[src/ps2mct_pkg.sv]
// Package for the PS/2 mouse cursor tracker.
// Holds the widths, the byte-zero bit positions and the register indexes.
// No dependencies.
package ps2mct_pkg;

  localparam int COORD_BITS     = 12;
  localparam int SENS_FRAC_BITS = 4;
  localparam int SENS_BITS      = 8;
  localparam int BYTE_BITS      = 8;
  localparam int DELTA_BITS     = 9;
  localparam int MOVE_BITS      = COORD_BITS + 1;
  localparam int CFG_DATA_BITS  = (COORD_BITS > SENS_BITS) ? COORD_BITS : SENS_BITS;
  localparam int CFG_INDEX_BITS = 2;

  // negated delta (one bit more) times zero-extended sensitivity
  localparam int PROD_BITS = (DELTA_BITS + 1) + (SENS_BITS + 1);
  localparam int STEP_BITS = PROD_BITS - SENS_FRAC_BITS;
  localparam int SUM_BITS  = ((STEP_BITS > COORD_BITS + 1) ? STEP_BITS : COORD_BITS + 1) + 1;

  localparam int SYNC_BIT  = 3;
  localparam int XSIGN_BIT = 4;
  localparam int YSIGN_BIT = 5;
  localparam int BUTTON_BITS = 3;

  localparam logic [CFG_INDEX_BITS-1:0] CFG_H_RES       = 2'd0;
  localparam logic [CFG_INDEX_BITS-1:0] CFG_V_RES       = 2'd1;
  localparam logic [CFG_INDEX_BITS-1:0] CFG_SENSITIVITY = 2'd2;

  localparam logic [COORD_BITS-1:0] H_RES_RESET = COORD_BITS'(1024);
  localparam logic [COORD_BITS-1:0] V_RES_RESET = COORD_BITS'(768);
  localparam logic [SENS_BITS-1:0]  SENS_RESET  = SENS_BITS'(16);

  typedef enum logic [1:0] {
    IDX_FIRST  = 2'd0,
    IDX_SECOND = 2'd1,
    IDX_THIRD  = 2'd2
  } byte_index_t;

endpackage

[src/ps2mct_byte_if.sv]
// Valid/ready channel carrying one mouse byte per transfer.
// Depends on ps2mct_pkg.
interface ps2mct_byte_if;
  import ps2mct_pkg::*;

  logic                 valid;
  logic                 ready;
  logic [BYTE_BITS-1:0] data_byte;

  modport source (output valid, output data_byte, input ready);
  modport sink   (input valid, input data_byte, output ready);
endinterface

[src/ps2mct_result_if.sv]
// Valid/ready channel carrying one decoded packet result per transfer.
// Depends on ps2mct_pkg.
interface ps2mct_result_if;
  import ps2mct_pkg::*;

  logic                        valid;
  logic                        ready;
  logic [COORD_BITS-1:0]       cursor_x;
  logic [COORD_BITS-1:0]       cursor_y;
  logic                        left_down;
  logic                        right_down;
  logic                        middle_down;
  logic                        left_released;
  logic                        right_released;
  logic                        middle_released;
  logic signed [MOVE_BITS-1:0] moved_x;
  logic signed [MOVE_BITS-1:0] moved_y;

  modport source (
    output valid, input ready,
    output cursor_x, output cursor_y,
    output left_down, output right_down, output middle_down,
    output left_released, output right_released, output middle_released,
    output moved_x, output moved_y
  );
  modport sink (
    input valid, output ready,
    input cursor_x, input cursor_y,
    input left_down, input right_down, input middle_down,
    input left_released, input right_released, input middle_released,
    input moved_x, input moved_y
  );
endinterface

[src/ps2_mouse_cursor_tracker_unit.sv]
// PS/2 mouse cursor tracker: packet sync, delta scaling, clamped cursor update.
// Depends on ps2mct_pkg, ps2mct_byte_if and ps2mct_result_if.
//
//   channel     dir  transfer carries
//   byte_ch     in   data_byte, one mouse byte
//   res_ch      out  cursor x/y, button levels and releases, moved x/y
//   cfg_*       in   h_res, v_res, sensitivity writes
//
// Each byte is taken into an input register, then combinational logic (one
// 10x9 multiply per axis, an add and a clamp compare) updates the tracker
// state and, on the third byte, loads the result register.
// Sustained rate is one byte per cycle unless a result stalls; res_ch.valid
// is set from the result register when the third byte leaves the input register.
// Synchronous active-high reset; a stalled result only holds back a third byte.
module ps2_mouse_cursor_tracker_unit (
  input  logic                                 clk,
  input  logic                                 rst,
  input  logic                                 cfg_we,
  input  logic [ps2mct_pkg::CFG_INDEX_BITS-1:0] cfg_index,
  input  logic [ps2mct_pkg::CFG_DATA_BITS-1:0]  cfg_data,
  ps2mct_byte_if.sink                          byte_ch,
  ps2mct_result_if.source                      res_ch
);
  import ps2mct_pkg::*;

  function automatic logic [COORD_BITS-1:0] axis_update(
    input logic signed [DELTA_BITS:0] d,
    input logic [SENS_BITS-1:0]       s,
    input logic [COORD_BITS-1:0]      pos,
    input logic [COORD_BITS-1:0]      res
  );
    logic signed [PROD_BITS-1:0] prod;
    logic signed [STEP_BITS-1:0] step;
    logic signed [SUM_BITS-1:0]  np;
    logic signed [SUM_BITS-1:0]  res_s;
    logic [COORD_BITS-1:0]       top;
    prod  = PROD_BITS'(d) * PROD_BITS'($signed({1'b0, s}));
    step  = $signed(prod[PROD_BITS-1:SENS_FRAC_BITS]);
    np    = SUM_BITS'($signed({1'b0, pos})) + SUM_BITS'(step);
    res_s = $signed(SUM_BITS'(res));
    top   = (res == '0) ? '0 : res - COORD_BITS'(1);
    if (np < 0)
      return '0;
    else if (np >= res_s)
      return top;
    else
      return np[COORD_BITS-1:0];
  endfunction

  logic [COORD_BITS-1:0]  h_res;
  logic [COORD_BITS-1:0]  v_res;
  logic [SENS_BITS-1:0]   sensitivity;

  logic                   in_valid;
  logic [BYTE_BITS-1:0]   in_byte;

  byte_index_t            byte_index;
  byte_index_t            byte_index_next;
  logic [BYTE_BITS-1:0]   held0;
  logic [BYTE_BITS-1:0]   held1;
  logic [COORD_BITS-1:0]  pos_x;
  logic [COORD_BITS-1:0]  pos_y;
  logic [BUTTON_BITS-1:0] prev_buttons;

  logic                   out_valid;

  logic                   emit;
  logic                   advance;
  logic signed [DELTA_BITS:0] dx;
  logic signed [DELTA_BITS:0] neg_dy;
  logic [BUTTON_BITS-1:0] buttons;
  logic [BUTTON_BITS-1:0] released;
  logic [COORD_BITS-1:0]  nx;
  logic [COORD_BITS-1:0]  ny;

  assign emit    = (byte_index != IDX_FIRST) && (byte_index != IDX_SECOND);
  assign advance = in_valid && (!emit || !out_valid || res_ch.ready);
  assign byte_ch.ready = !in_valid || advance;
  assign res_ch.valid  = out_valid;

  always_comb begin
    dx      = (DELTA_BITS+1)'($signed({held0[XSIGN_BIT], held1}));
    neg_dy  = -(DELTA_BITS+1)'($signed({held0[YSIGN_BIT], in_byte}));
    buttons = held0[BUTTON_BITS-1:0];
    released = prev_buttons & ~buttons;
    nx = (dx == '0) ? pos_x : axis_update(dx, sensitivity, pos_x, h_res);
    ny = (neg_dy == '0) ? pos_y : axis_update(neg_dy, sensitivity, pos_y, v_res);
  end

  always_comb begin
    byte_index_next = byte_index;
    case (byte_index)
      IDX_FIRST:  if (in_byte[SYNC_BIT]) byte_index_next = IDX_SECOND;
      IDX_SECOND: byte_index_next = IDX_THIRD;
      default:    byte_index_next = IDX_FIRST;
    endcase
  end

  always_ff @(posedge clk) begin
    if (rst) begin
      h_res       <= H_RES_RESET;
      v_res       <= V_RES_RESET;
      sensitivity <= SENS_RESET;
    end else if (cfg_we) begin
      case (cfg_index)
        CFG_H_RES:       h_res       <= cfg_data[COORD_BITS-1:0];
        CFG_V_RES:       v_res       <= cfg_data[COORD_BITS-1:0];
        CFG_SENSITIVITY: sensitivity <= cfg_data[SENS_BITS-1:0];
        default: ;
      endcase
    end
  end

  always_ff @(posedge clk) begin
    if (rst) begin
      in_valid <= 1'b0;
    end else if (byte_ch.ready) begin
      in_valid <= byte_ch.valid;
    end
    if (byte_ch.ready && byte_ch.valid) begin
      in_byte <= byte_ch.data_byte;
    end
  end

  always_ff @(posedge clk) begin
    if (rst) begin
      byte_index   <= IDX_FIRST;
      pos_x        <= '0;
      pos_y        <= '0;
      prev_buttons <= '0;
    end else if (advance) begin
      byte_index <= byte_index_next;
      if (emit) begin
        pos_x        <= nx;
        pos_y        <= ny;
        prev_buttons <= buttons;
      end
    end
  end

  always_ff @(posedge clk) begin
    if (advance && byte_index == IDX_FIRST) held0 <= in_byte;
    if (advance && byte_index == IDX_SECOND) held1 <= in_byte;
  end

  always_ff @(posedge clk) begin
    if (rst) begin
      out_valid <= 1'b0;
    end else if (advance && emit) begin
      out_valid <= 1'b1;
    end else if (res_ch.ready) begin
      out_valid <= 1'b0;
    end
    if (advance && emit) begin
      res_ch.cursor_x        <= nx;
      res_ch.cursor_y        <= ny;
      res_ch.left_down       <= buttons[0];
      res_ch.right_down      <= buttons[1];
      res_ch.middle_down     <= buttons[2];
      res_ch.left_released   <= released[0];
      res_ch.right_released  <= released[1];
      res_ch.middle_released <= released[2];
      res_ch.moved_x         <= $signed(MOVE_BITS'(nx) - MOVE_BITS'(pos_x));
      res_ch.moved_y         <= $signed(MOVE_BITS'(ny) - MOVE_BITS'(pos_y));
    end
  end

endmodule
[src/flat_wrapper.sv]
// flat-port wrapper written by rule: the top's interface ports become plain ports
module ps2_mouse_cursor_tracker_unit_flat import ps2mct_pkg::*;
  (clk, rst, cfg_we, cfg_index, cfg_data, byte_ch_valid, byte_ch_data_byte, byte_ch_ready, res_ch_valid, res_ch_ready, res_ch_cursor_x, res_ch_cursor_y, res_ch_left_down, res_ch_right_down, res_ch_middle_down, res_ch_left_released, res_ch_right_released, res_ch_middle_released, res_ch_moved_x, res_ch_moved_y);
  ps2mct_byte_if byte_ch_i ();
  ps2mct_result_if res_ch_i ();
  input  logic clk;
  input  logic rst;
  input  logic cfg_we;
  input  logic [ps2mct_pkg::CFG_INDEX_BITS-1:0] cfg_index;
  input  logic [ps2mct_pkg::CFG_DATA_BITS-1:0] cfg_data;
  input wire logic [$bits(byte_ch_i.valid)-1:0] byte_ch_valid;
  input wire logic [$bits(byte_ch_i.data_byte)-1:0] byte_ch_data_byte;
  output wire logic [$bits(byte_ch_i.ready)-1:0] byte_ch_ready;
  output wire logic [$bits(res_ch_i.valid)-1:0] res_ch_valid;
  input wire logic [$bits(res_ch_i.ready)-1:0] res_ch_ready;
  output wire logic [$bits(res_ch_i.cursor_x)-1:0] res_ch_cursor_x;
  output wire logic [$bits(res_ch_i.cursor_y)-1:0] res_ch_cursor_y;
  output wire logic [$bits(res_ch_i.left_down)-1:0] res_ch_left_down;
  output wire logic [$bits(res_ch_i.right_down)-1:0] res_ch_right_down;
  output wire logic [$bits(res_ch_i.middle_down)-1:0] res_ch_middle_down;
  output wire logic [$bits(res_ch_i.left_released)-1:0] res_ch_left_released;
  output wire logic [$bits(res_ch_i.right_released)-1:0] res_ch_right_released;
  output wire logic [$bits(res_ch_i.middle_released)-1:0] res_ch_middle_released;
  output wire logic [$bits(res_ch_i.moved_x)-1:0] res_ch_moved_x;
  output wire logic [$bits(res_ch_i.moved_y)-1:0] res_ch_moved_y;
  assign byte_ch_i.valid = byte_ch_valid;
  assign byte_ch_i.data_byte = byte_ch_data_byte;
  assign byte_ch_ready = byte_ch_i.ready;
  assign res_ch_valid = res_ch_i.valid;
  assign res_ch_i.ready = res_ch_ready;
  assign res_ch_cursor_x = res_ch_i.cursor_x;
  assign res_ch_cursor_y = res_ch_i.cursor_y;
  assign res_ch_left_down = res_ch_i.left_down;
  assign res_ch_right_down = res_ch_i.right_down;
  assign res_ch_middle_down = res_ch_i.middle_down;
  assign res_ch_left_released = res_ch_i.left_released;
  assign res_ch_right_released = res_ch_i.right_released;
  assign res_ch_middle_released = res_ch_i.middle_released;
  assign res_ch_moved_x = res_ch_i.moved_x;
  assign res_ch_moved_y = res_ch_i.moved_y;
  ps2_mouse_cursor_tracker_unit u_core (.clk(clk), .rst(rst), .cfg_we(cfg_we), .cfg_index(cfg_index), .cfg_data(cfg_data), .byte_ch(byte_ch_i), .res_ch(res_ch_i));
endmodule
[config.mk]
export PLATFORM = sky130hd
export DESIGN_NAME = ps2_mouse_cursor_tracker_unit_flat
export DESIGN_NICKNAME = d
export VERILOG_FILES = /design/src/ps2mct_pkg.sv /design/src/ps2mct_byte_if.sv /design/src/ps2mct_result_if.sv /design/src/ps2_mouse_cursor_tracker_unit.sv /design/src/flat_wrapper.sv
export SDC_FILE = /design/constraint.sdc
export NUM_CORES = 1
export LEC_CHECK = 0
export BUFFER_PORTS_ARGS = -buffer_cell sky130_fd_sc_hd__buf_2
export CAP_MARGIN = 30
export CELL_PAD_IN_SITES_DETAIL_PLACEMENT = 1
export CELL_PAD_IN_SITES_GLOBAL_PLACEMENT = 1
export CORE_AREA = 2 2 167 169
export DETAILED_ROUTE_END_ITERATION = 8
export DIE_AREA = 0 0 169 171
export GPL_ROUTABILITY_DRIVEN = 0
export PLACE_DENSITY_LB_ADDON = 0.1
export SYNTH_ARGS = -nofsm -noshare
export SYNTH_HDL_FRONTEND = slang
export SYNTH_SLANG_ARGS = --single-unit
[constraint.sdc]
create_clock -name clk -period 28.2 [get_ports clk]
set_input_delay 1.41 -clock clk [delete_from_list [all_inputs] [get_ports clk]]
set_output_delay 1.41 -clock clk [all_outputs]
set_load 0.005 [all_outputs]
==> results.yml, run 1 <==
outcome:
  status: "finished, final reports clean"
drt:
  wl_per_cell_um: 17.5
  drt-vias-per-instance: 5.52
  drc: 0
  ant_nets: 0
  vias: 11100
  dr.pass1.iters: 5
  first_iter_violations: 471
  drt-total-wl_um: 35200
floorplanning:
  core_sq_um: 27300
  die_area_sq_um: 28900
  start_util_pct: 52.0
  die_w_um: 169
  io_pins: 85
  rows: 61
  die_y_um: 171
worst_setup_path:
  slowest_delay_ns: 0.75
  r2r_setup_slack_ns: 16.98
  worstPathMaxFanout: 12
  worstSetupEndpointType: "register"
  start_kind: "register"
  cp_slowest_cell: "xnor2_1"
  crit_type: "register to register"
  reg2reg_to: "u_core.res_ch.moved_y[12]"
  worstPathRequired_ns: 28.46
  crit_buf_inv: 5
  crit_family: "adder cells"
  reg2reg_from: "u_core.in_byte[0]"
  worstPathArrival_ns: 11.48
  r2r_cells: 47
finish:
  final_cell_count_no_fill: 2014
  n_antenna_cell: 0
  area_growth_pct: 9.18
  layout-drive-gt1-share_pct: 8.57
  layout_common_cells: "265 x inv_1, 190 x nand2_1, 147 x ha_1, 127 x fa_1, 92 x nor2_1"
  nets: 1956
  final_common_cell: "inv_1"
min_path:
  hold_end: "u_core.prev_buttons[2]"
  whs_path_depth: 2
  hp-class: "register to register"
  hp-start: "u_core.prev_buttons[2]"
timing:
  max_slew.worst_pin.slew_ns: 0.981
  drv_slew: 0
  hold_violations: 0
  min_period_over_period_pct: 39.8
  fin_crit_ns: 11.22
  fin_worst_skew_ns: 0.0107
  max_freq_mhz: 89.1
  fin_tns_setup_ns: 0
  setup_violations: 0
  rsz0062_at_grt: "false"
  slew_headroom_pct: 34.0
  final.setup.worst_slack_ns: 16.98
clock_tree:
  htreeDepth: 4
  cts_buffers: 17
  cts_root_buf: "clkbuf_16"
  cts_tree: "built"
  clock_sinks: 140
  cts_setup_buffers: 0
  clk_latency_ns: 0.43
  cts_resized: 0
  path_clk_slew_ns: 0.07
  ctsLongestPathBuffers: 2
  cts_hold_buf: 0
power_and_ir_drop:
  power.density_nw_per_um2: 55.8
  irDropWorstVdd_uv: 27.3
  p_leak_nw: 7.17
global_route:
  grt_overflow_total: 0
  grt_max_degree: 66
  grt_pass1_vias: 11600
  track_usage_pct: 25.2
  grt_pass1_wl_um: 57800
  grt_antenna_before_repair: 0
synth:
  synthArstFlopShare_pct: 0
  yosysWarnings: 0
  ys_seq_area_share_pct: 25.2
  netlist_area_sq_um: 14200
  synth-seq-cells: 140
  synthCells: 1589
  synth-edff-count: 77
  synth.avg_cell_area_sq_um: 8.93
  synth_fp_nets: 1890
  ys_types: 70
  ys.flop_type: "edfxtp_1"
placement:
  dpl.cell_count: 1981
  pre_cts_slack_ns: 17.16
  dp.final_hpwl_um: 28600
  port_buffers: 84
run:
  maxCapViolations: 0
==> cells by family after synthesis <==
| family | count (synthesis) | share of synthesized area (%) |
|---|---|---|
| buffers and inverters | 311 | 8.34 |
| muxes | 28 | 2.03 |
| AOI/OAI and AO/OA | 288 | 12.9 |
| adders and majority gates | 274 | 30.9 |
| xor gates and xnor gates | 82 | 5.11 |
| DFF | 140 | 25.2 |
| and+or+nand+nor | 466 | 15.5 |
==> sequential cells by signal, summed over array words and instances, names as in the netlist <==
register / flops
u_core.byte_index: 2
u_core.h_res: 12
u_core.held0: 5
u_core.held1: 8
u_core.in_byte: 8
u_core.in_valid: 1
u_core.pos_x: 12
u_core.pos_y: 12
u_core.prev_buttons: 3
u_core.res_ch.cursor_x: 12
u_core.res_ch.cursor_y: 12
u_core.res_ch.left_down: 1
u_core.res_ch.left_released: 1
u_core.res_ch.middle_down: 1
u_core.res_ch.middle_released: 1
u_core.res_ch.moved_x: 13
u_core.res_ch.moved_y: 13
u_core.res_ch.right_down: 1
u_core.res_ch.right_released: 1
u_core.res_ch.valid: 1
u_core.sensitivity: 8
u_core.v_res: 12
==> metal layers <==
| metal | track usage, % | share of wire, % | routed length [um] |
|---|---|---|---|
| met1 | 34.3 | 48 | 17000 |
| met2 | 42.8 | 47 | 16400 |
| met3 | 2.98 | 3.6 | 1280 |
| met4 | 6.65 | 1.7 | 596 |
| met5 | 0 | 0 | 0 |
==> how the worst max path moves through the flow <==
stage | startpoint | cells past startpoint | endpoint
after floorplan | u_core.sensitivity[1] | 44 | u_core.res_ch.moved_x[9]
after global placement | u_core.in_byte[0] | 44 | u_core.res_ch.moved_y[12]
after detailed placement | u_core.in_byte[0] | 45 | u_core.res_ch.moved_y[9]
after CTS | u_core.in_byte[0] | 45 | u_core.res_ch.moved_y[9]
after global routing | u_core.in_byte[0] | 45 | u_core.res_ch.moved_y[9]
final | u_core.in_byte[0] | 47 | u_core.res_ch.moved_y[12]
==> tightest hold or removal path, delay by kind of cell, from the launching register on <==
kind,cells,cell delay [ns]
compound gates,1,0.05
flops,1,0.31
simple gates,1,0.05
==> layout make-up <==
class,instances,area (sq um)
multi-input combinational,1138,9440
clock buffer,18,429
inverter,266,998
fill,3227,11800
clock inverter,14,128
sequential,140,3570
timing repair buffer,92,493
tap,346,433
==> stage by stage <==
step / util [%] / total power [W] / hold slack (ns) / cell area (sq um)
2_1_floorplan: - / 0.000554 / 0.432 / 14200
3_3_place_gp: 54.6 / 0.000630 / 0.436 / 14900
3_5_place_dp: 54.6 / 0.000650 / 0.445 / 14900
4_1_cts: 56.6 / 0.000871 / 0.454 / 15500
5_1_grt: 56.7 / 0.000932 / 0.481 / 15500
6_report: 56.7 / 0.000865 / 0.456 / 15500
==> power breakdown <==
group	switching [W]	internal, W	total (W)
clock network	0.000100	0.000116	0.000217
registers	0.00000667	0.000238	0.000244
logic	0.000238	0.000166	0.000404
total	0.000345	0.000520	0.000865
==> Yosys cell counts (2+ instances only) <==
library cell  count  share of area (%)
inv_1           265                7.0
mux2_2            2               0.16
o21ai_0          71                2.5
nand3b_1          2               0.11
xor2_1           18                1.1
a211oi_1          9               0.48
a21o_1           19                1.0
nand4b_1          2               0.12
nand2_1         190                5.0
a31oi_1           5               0.22
or2_2             4               0.18
nand3_1          17               0.60
nand4_1           5               0.22
o21a_1           24                1.3
buf_1             4               0.11
buf_6             2               0.16
dfxtp_1          63                8.9
o31a_1            2               0.12
or3_1             8               0.35
ha_1            147                 13
nor2_1           92                2.4
o21bai_1         13               0.69
a22o_1            6               0.37
clkbuf_1         38                1.0
nor3_1           21               0.74
o211ai_1          7               0.37
nand2b_1          9               0.40
edfxtp_1         77                 16
nor4_1            9               0.40
a211o_1           5               0.31
a311oi_1          3               0.19
fa_1            127                 18
nor2b_1          14               0.62
nor3b_1           3               0.16
xnor2_1          63                3.9
and2_1           75                3.3
o31ai_1           5               0.26
and3_1            5               0.22
mux2i_1          25                1.8
or4_1             2               0.11
a21oi_1          88                3.1
a21boi_0         12               0.63
o22ai_1           2              0.088
a221oi_1          3               0.19
Note: power is estimated with default switching activity, not from simulation.
==> run 2, diff against run 1 <==
--- a/config.mk
+++ b/config.mk
@@ -9,9 +9,9 @@
 export CAP_MARGIN = 30
 export CELL_PAD_IN_SITES_DETAIL_PLACEMENT = 1
 export CELL_PAD_IN_SITES_GLOBAL_PLACEMENT = 1
-export CORE_AREA = 2 2 167 169
+export CORE_AREA = 2 2 183 185
 export DETAILED_ROUTE_END_ITERATION = 8
-export DIE_AREA = 0 0 169 171
+export DIE_AREA = 0 0 185 187
 export GPL_ROUTABILITY_DRIVEN = 0
 export PLACE_DENSITY_LB_ADDON = 0.1
 export SYNTH_ARGS = -nofsm -noshare
==> constraint.sdc (replaced) <==
create_clock -name clk -period 9.77 [get_ports clk]
set_input_delay 0.4885 -clock clk [delete_from_list [all_inputs] [get_ports clk]]
set_output_delay 0.4885 -clock clk [all_outputs]
set_load 0.005 [all_outputs]
==> run 2 against run 1 <==
Total power rose to 3.1 times the previous value. Cell count is 9.0% higher. Sequential share of layout area shrank 1.5 points. Count of clock-buffer cells in the layout grew 1.
==> results.yml, run 2 (synthesis gave the netlist of run 1 again) <==
floorplanning:
  die_area_sq_um: 34600
  io_pins: 85
  core_sq_um: 32900
  rows: 67
  start_util_pct: 43.2
  die_y_um: 187
  die_w_um: 185
clock_tree:
  cts_hold_buf: 0
  cts_tree: "built"
  clock_sinks: 140
  cts_root_buf: "clkbuf_16"
  htreeDepth: 4
  ctsLongestPathBuffers: 2
  clk_latency_ns: 0.44
  cts_buffers: 17
  path_clk_slew_ns: 0.07
finish:
  nFillCells: 3876
  multi_input_area_sq_um: 9830
  reg_top3: "u_core.res_ch.moved_x: 13 flops, u_core.res_ch.moved_y: 13 flops"
  n_antenna_cell: 0
  final_cell_count_no_fill: 2196
  area_growth_pct: 17.1
  layout_common_cells: "263 x inv_1, 187 x nand2_1, 139 x ha_1, 125 x fa_1, 86 x nor2_1"
  final_common_cell: "inv_1"
  seq_area_sq_um: 3580
  fin_util_pct: 50.6
  layout-drive-gt1-share_pct: 17.3
  nets: 2036
worst_setup_path:
  critical_path.endpoint: "u_core.res_ch.moved_y[10]"
  r2r_setup_slack_ns: 0.37
  worstPathRequired_ns: 9.95
  worstSetupEndpointType: "register"
  worstPathMaxFanout: 5
  start_kind: "register"
  slowest_delay_ns: 0.53
  cp_slowest_cell: "fa_1"
  reg2reg_from: "u_core.in_byte[2]"
  crit_type: "register to register"
  crit_start: "u_core.in_byte[2]"
  reg2reg_to: "u_core.res_ch.moved_y[10]"
  r2r_cells: 41
  worstPathArrival_ns: 9.58
placement:
  dp.final_hpwl_um: 30700
  pre_cts_slack_ns: -0.436
  dpl.cell_count: 2143
  port_buffers: 84
timing:
  max_freq_mhz: 106
  drv_slew: 0
  slew_headroom_pct: 41.1
  fin_worst_skew_ns: 0.0142
  final.setup.worst_slack_ns: 0.368
  fin_crit_ns: 9.40
  min_period_over_period_pct: 96.2
  hold_violations: 0
  max_slew.worst_pin.slew_ns: 0.881
  fin_tns_setup_ns: 0
  setup_violations: 0
  rsz0062_at_grt: "true"
drt:
  drt-total-wl_um: 37400
  dr.pass1.iters: 5
  vias: 11300
  drc: 0
  ant_nets: 0
  wl_per_cell_um: 17.0
  first_iter_violations: 458
  drt-vias-per-instance: 5.13
global_route:
  grt_pass1_vias: 12000
  track_usage_pct: 22.5
  grt_overflow_total: 0
  grt_antenna_before_repair: 0
  grt_max_degree: 62
  grt_pass1_wl_um: 61800
power_and_ir_drop:
  p_switching_w: 0.00105
  power_frac_comb_pct: 50.9
  p_total_w: 0.00270
  sw_frac_of_total_pct: 39.0
  p_leak_nw: 7.67
  internal-power_w: 0.00165
  power.density_nw_per_um2: 163
  pwr-share-clk_pct: 23.2
  irDropWorstVdd_uv: 124
  p_seq_share_pct: 25.9
min_path:
  hp-class: "primary input to register"
  whs_path_depth: 1
outcome:
  status: "finished, final reports clean"
run:
  maxCapViolations: 0
==> run 2: changes by cell type in the layout (fill, tap and decap cells not counted), moves of 6 or more <==
cell      change
a21boi_0      -9
a21oi_1      -11
a21oi_2      +11
buf_4        +78
dfxtp_1       -6
dfxtp_2       +6
ha_1          -8
nor2_1        -6
o21ai_0      -21
o21ai_1      +16
==> run 2: layer usage <==
metal	vias up	wire [um]	GRT usage [%]
li1	5512	-	-
met4	0	565	5.34
met2	164	17700	37.4
met3	41	1150	2.51
met5	-	0	0
met1	5538	18000	31.4
==> run 2: metrics by stage <==
| stage | cell area, sq um | hold WS, ns |
|---|---|---|
| after floorplan | 14200 | 0.432 |
| after global placement | 15500 | 0.437 |
| after detailed placement | 15500 | 0.444 |
| after CTS | 16200 | 0.207 |
| after global routing | 16600 | 0.213 |
| final | 16600 | 0.227 |
==> run 2: timing repair <==
action                                  CTS  global route
setup buffers                             6            15
pin swaps                                 5            41
gates resized for setup                  15           103
endpoints found under the setup margin    9            15
==> run 2: power by group through the flow <==
stage / clock network, W / registers, W / logic [W]
2_1_floorplan: 0 / 0.000705 / 0.000895
3_3_place_gp: 0 / 0.000711 / 0.00119
3_5_place_dp: 0 / 0.000712 / 0.00124
4_1_cts: 0.000637 / 0.000699 / 0.00127
5_1_grt: 0.000666 / 0.000701 / 0.00155
6_report: 0.000627 / 0.000700 / 0.00138
==> run 2: final cells by class <==
| cell class | count | area share, % |
|---|---|---|
| Clock buffer | 19 | 2.60 |
| Sequential cell | 140 | 21.5 |
| Tap cell | 448 | 3.37 |
| Multi-Input combinational cell | 1138 | 59.1 |
| Clock inverter | 13 | 0.715 |
| Timing Repair Buffer | 172 | 6.62 |
| Inverter | 266 | 6.01 |
==> run 2: how the worst min path moves through the flow <==
stage	endpoint	start	slack, ns
2_1_floorplan	u_core.prev_buttons[0]	u_core.prev_buttons[0]	0.43
3_3_place_gp	u_core.prev_buttons[1]	u_core.prev_buttons[1]	0.44
3_5_place_dp	u_core.prev_buttons[0]	u_core.prev_buttons[0]	0.44
4_1_cts	u_core.in_byte[3]	byte_ch_data_byte[3]	0.21
5_1_grt	u_core.in_byte[3]	byte_ch_data_byte[3]	0.21
6_report	u_core.in_byte[3]	byte_ch_data_byte[3]	0.23
==> run 2: critical path: cells and delay by family (launching register included) <==
family          cells  cell delay (ns)
simple gates        6             1.48
xor+xnor            4             0.59
buf+inv             4             0.40
fa+ha+maj           9             3.40
mux                 1             0.24
compound gates     17             2.62
flops               1             0.42
==> run 3, diff against run 2 <==
--- a/config.mk
+++ b/config.mk
@@ -9,9 +9,9 @@
 export CAP_MARGIN = 30
 export CELL_PAD_IN_SITES_DETAIL_PLACEMENT = 1
 export CELL_PAD_IN_SITES_GLOBAL_PLACEMENT = 1
-export CORE_AREA = 2 2 183 185
+export CORE_AREA = 2 2 205 207
 export DETAILED_ROUTE_END_ITERATION = 8
-export DIE_AREA = 0 0 185 187
+export DIE_AREA = 0 0 207 209
 export GPL_ROUTABILITY_DRIVEN = 0
 export PLACE_DENSITY_LB_ADDON = 0.1
 export SYNTH_ARGS = -nofsm -noshare
==> run 3 against run 2 <==
Combinational power about the same. Clock power increased by 0.8%. Core utilization decreased by 9.3 points. Die area increased by 25%. Clock skew increased by 0.0050 ns. Sequential power about the same. Non-clock buffer count increased by 31. Critical path depth increased by 4. Fmax increased by 1.0%. Critical path type unchanged. Critical endpoint is now u_core.res_ch.moved_y[12]. Largest cell class unchanged. Largest power group unchanged.
==> results.yml, run 3 (synthesis gave the netlist of run 1 again) <==
outcome:
  status: "finished, final reports clean"
drt:
  wl_per_cell_um: 16.8
  drt-total-wl_um: 38900
  ant_nets: 0
  drt-vias-per-instance: 4.87
  first_iter_violations: 332
  drc: 0
  dr.pass1.iters: 4
  vias: 11300
finish:
  nets: 2067
  nFillCells: 4817
  fin_area_sq_um: 17100
  seq_area_sq_um: 3580
  fin_util_pct: 41.3
  reg_top3: "u_core.res_ch.moved_x: 13 flops, u_core.res_ch.moved_y: 13 flops"
  layout-drive-gt1-share_pct: 19.2
  layout_common_cells: "264 x inv_1, 188 x nand2_1, 135 x ha_1, 124 x fa_1, 115 x buf_4"
  final_common_cell: "inv_1"
  area_growth_pct: 20.1
  multi_input_area_sq_um: 9910
clock_tree:
  cts_hold_buf: 0
  path_clk_slew_ns: 0.06
  cts_root_buf: "clkbuf_16"
  cts_buffers: 17
  htreeDepth: 4
  cts_tree: "built"
  ctsLongestPathBuffers: 2
  clock_sinks: 140
  clk_latency_ns: 0.44
worst_setup_path:
  worstPathArrival_ns: 9.58
  critical_path.endpoint: "u_core.res_ch.moved_y[12]"
  crit_type: "register to register"
  r2r_setup_slack_ns: 0.46
  r2r_cells: 45
  reg2reg_to: "u_core.res_ch.moved_y[12]"
  slowest_delay_ns: 0.56
  worstSetupEndpointType: "register"
  crit_start: "u_core.in_byte[1]"
  cp_common_cell: "a21oi_2"
  worstPathRequired_ns: 10.04
  reg2reg_from: "u_core.in_byte[1]"
  start_kind: "register"
  worstPathMaxFanout: 6
  cp_slowest_cell: "fa_1"
power_and_ir_drop:
  power.density_nw_per_um2: 159
  irDropWorstVdd_uv: 109
  p_leak_nw: 7.81
timing:
  slew_headroom_pct: 24.5
  min_period_over_period_pct: 95.3
  max_freq_mhz: 107
  fin_crit_ns: 9.31
  fin_worst_skew_ns: 0.0192
  hold_violations: 0
  setup_violations: 0
  max_slew.worst_pin.slew_ns: 1.12
  final.setup.worst_slack_ns: 0.463
  drv_slew: 0
placement:
  port_buffers: 84
  pre_cts_slack_ns: -0.163
  place_area_sq_um: 15700
  dp.final_hpwl_um: 32100
run:
  maxCapViolations: 0
floorplanning:
  start_util_pct: 34.4
  die_area_sq_um: 43300
  die_w_um: 207
  die_y_um: 209
  rows: 75
  core_sq_um: 41300
  io_pins: 85
global_route:
  grt_overflow_total: 0
  grt_max_degree: 63
  grt_antenna_before_repair: 0
  grt_pass1_wl_um: 63000
  track_usage_pct: 18.2
  grt_pass1_vias: 11800
min_path:
  hp-class: "primary input to register"
## run 3: cell types whose count changed in the layout (fill, tap and decap cells not counted), sizes merged
cell,previous run,this run
diode,0,1
buf,172,203
inv,268,269
clkbuf,19,20
clkinv,7,4
clkinvlp,3,4
## run 3: area by class of cell
type,instances,area share (%)
multi-input cells,1138,58.1
flip-flops and latches,140,21.0
repair buffers,203,7.84
inverters,266,5.85
well taps,539,3.95
clock buffers,20,2.56
clock inverters,12,0.682
diodes,1,0.0147
## run 3: how the worst min path moves through the flow
stage | startpoint | end | slack [ns] | cells past startpoint
detailed placement | u_core.v_res[6] | u_core.v_res[6] | 0.46 | 2
finish | byte_ch_data_byte[3] | u_core.in_byte[3] | 0.23 | 1
global route | byte_ch_data_byte[7] | u_core.in_byte[7] | 0.21 | 1
CTS | byte_ch_data_byte[4] | u_core.in_byte[4] | 0.20 | 1
global placement | u_core.prev_buttons[0] | u_core.prev_buttons[0] | 0.44 | 2
floorplan | u_core.prev_buttons[0] | u_core.prev_buttons[0] | 0.43 | 2
## run 3: timing repair
action / in CTS / in global routing
pin swaps: 3 / 67
setup buffers: 5 / 40
endpoints found under the hold margin: 0 / 0
endpoints found under the setup margin: 8 / 15
gates resized for setup: 8 / 124
## run 3: stage by stage
stage	power (W)	std cells	hold slack, ns	setup TNS, ns
floorplan	0.00160	1589	0.432	0
global placement	0.00190	2240	0.436	-0.0263
detailed placement	0.00194	2241	0.456	-0.780
CTS	0.00260	2278	0.201	-0.0958
global route	0.00294	2318	0.209	-0.236
finish	0.00271	2319	0.229	0
## run 3: where the power goes
group	switching, W	leakage (nW)	internal (W)
sequential	0.0000141	1.22	0.000686
clock	0.000279	0.259	0.000353
combinational	0.000765	6.33	0.000616
total	0.00106	7.81	0.00165
## run 3: worst max-delay path, delay by kind of cell, from the launching register on
| kind | cells | cell delay, ns |
|---|---|---|
| AOI/OAI and AO/OA | 19 | 2.94 |
| and+or+nand+nor | 6 | 1.17 |
| xor gates and xnor gates | 4 | 0.58 |
| adders and majority gates | 10 | 3.20 |
| DFF | 1 | 0.41 |
| buffers and inverters | 5 | 0.63 |
| muxes | 1 | 0.21 |
## run 3: per-layer routing
| layer | up-vias | GRT usage (%) | wire (um) |
|---|---|---|---|
| li1 | 5581 | - | - |
| met1 | 5545 | 26.0 | 19700 |
| met2 | 134 | 29.3 | 17800 |
| met3 | 27 | 2.63 | 1060 |
| met4 | 0 | 3.62 | 402 |
| met5 | - | 0 | 0 |
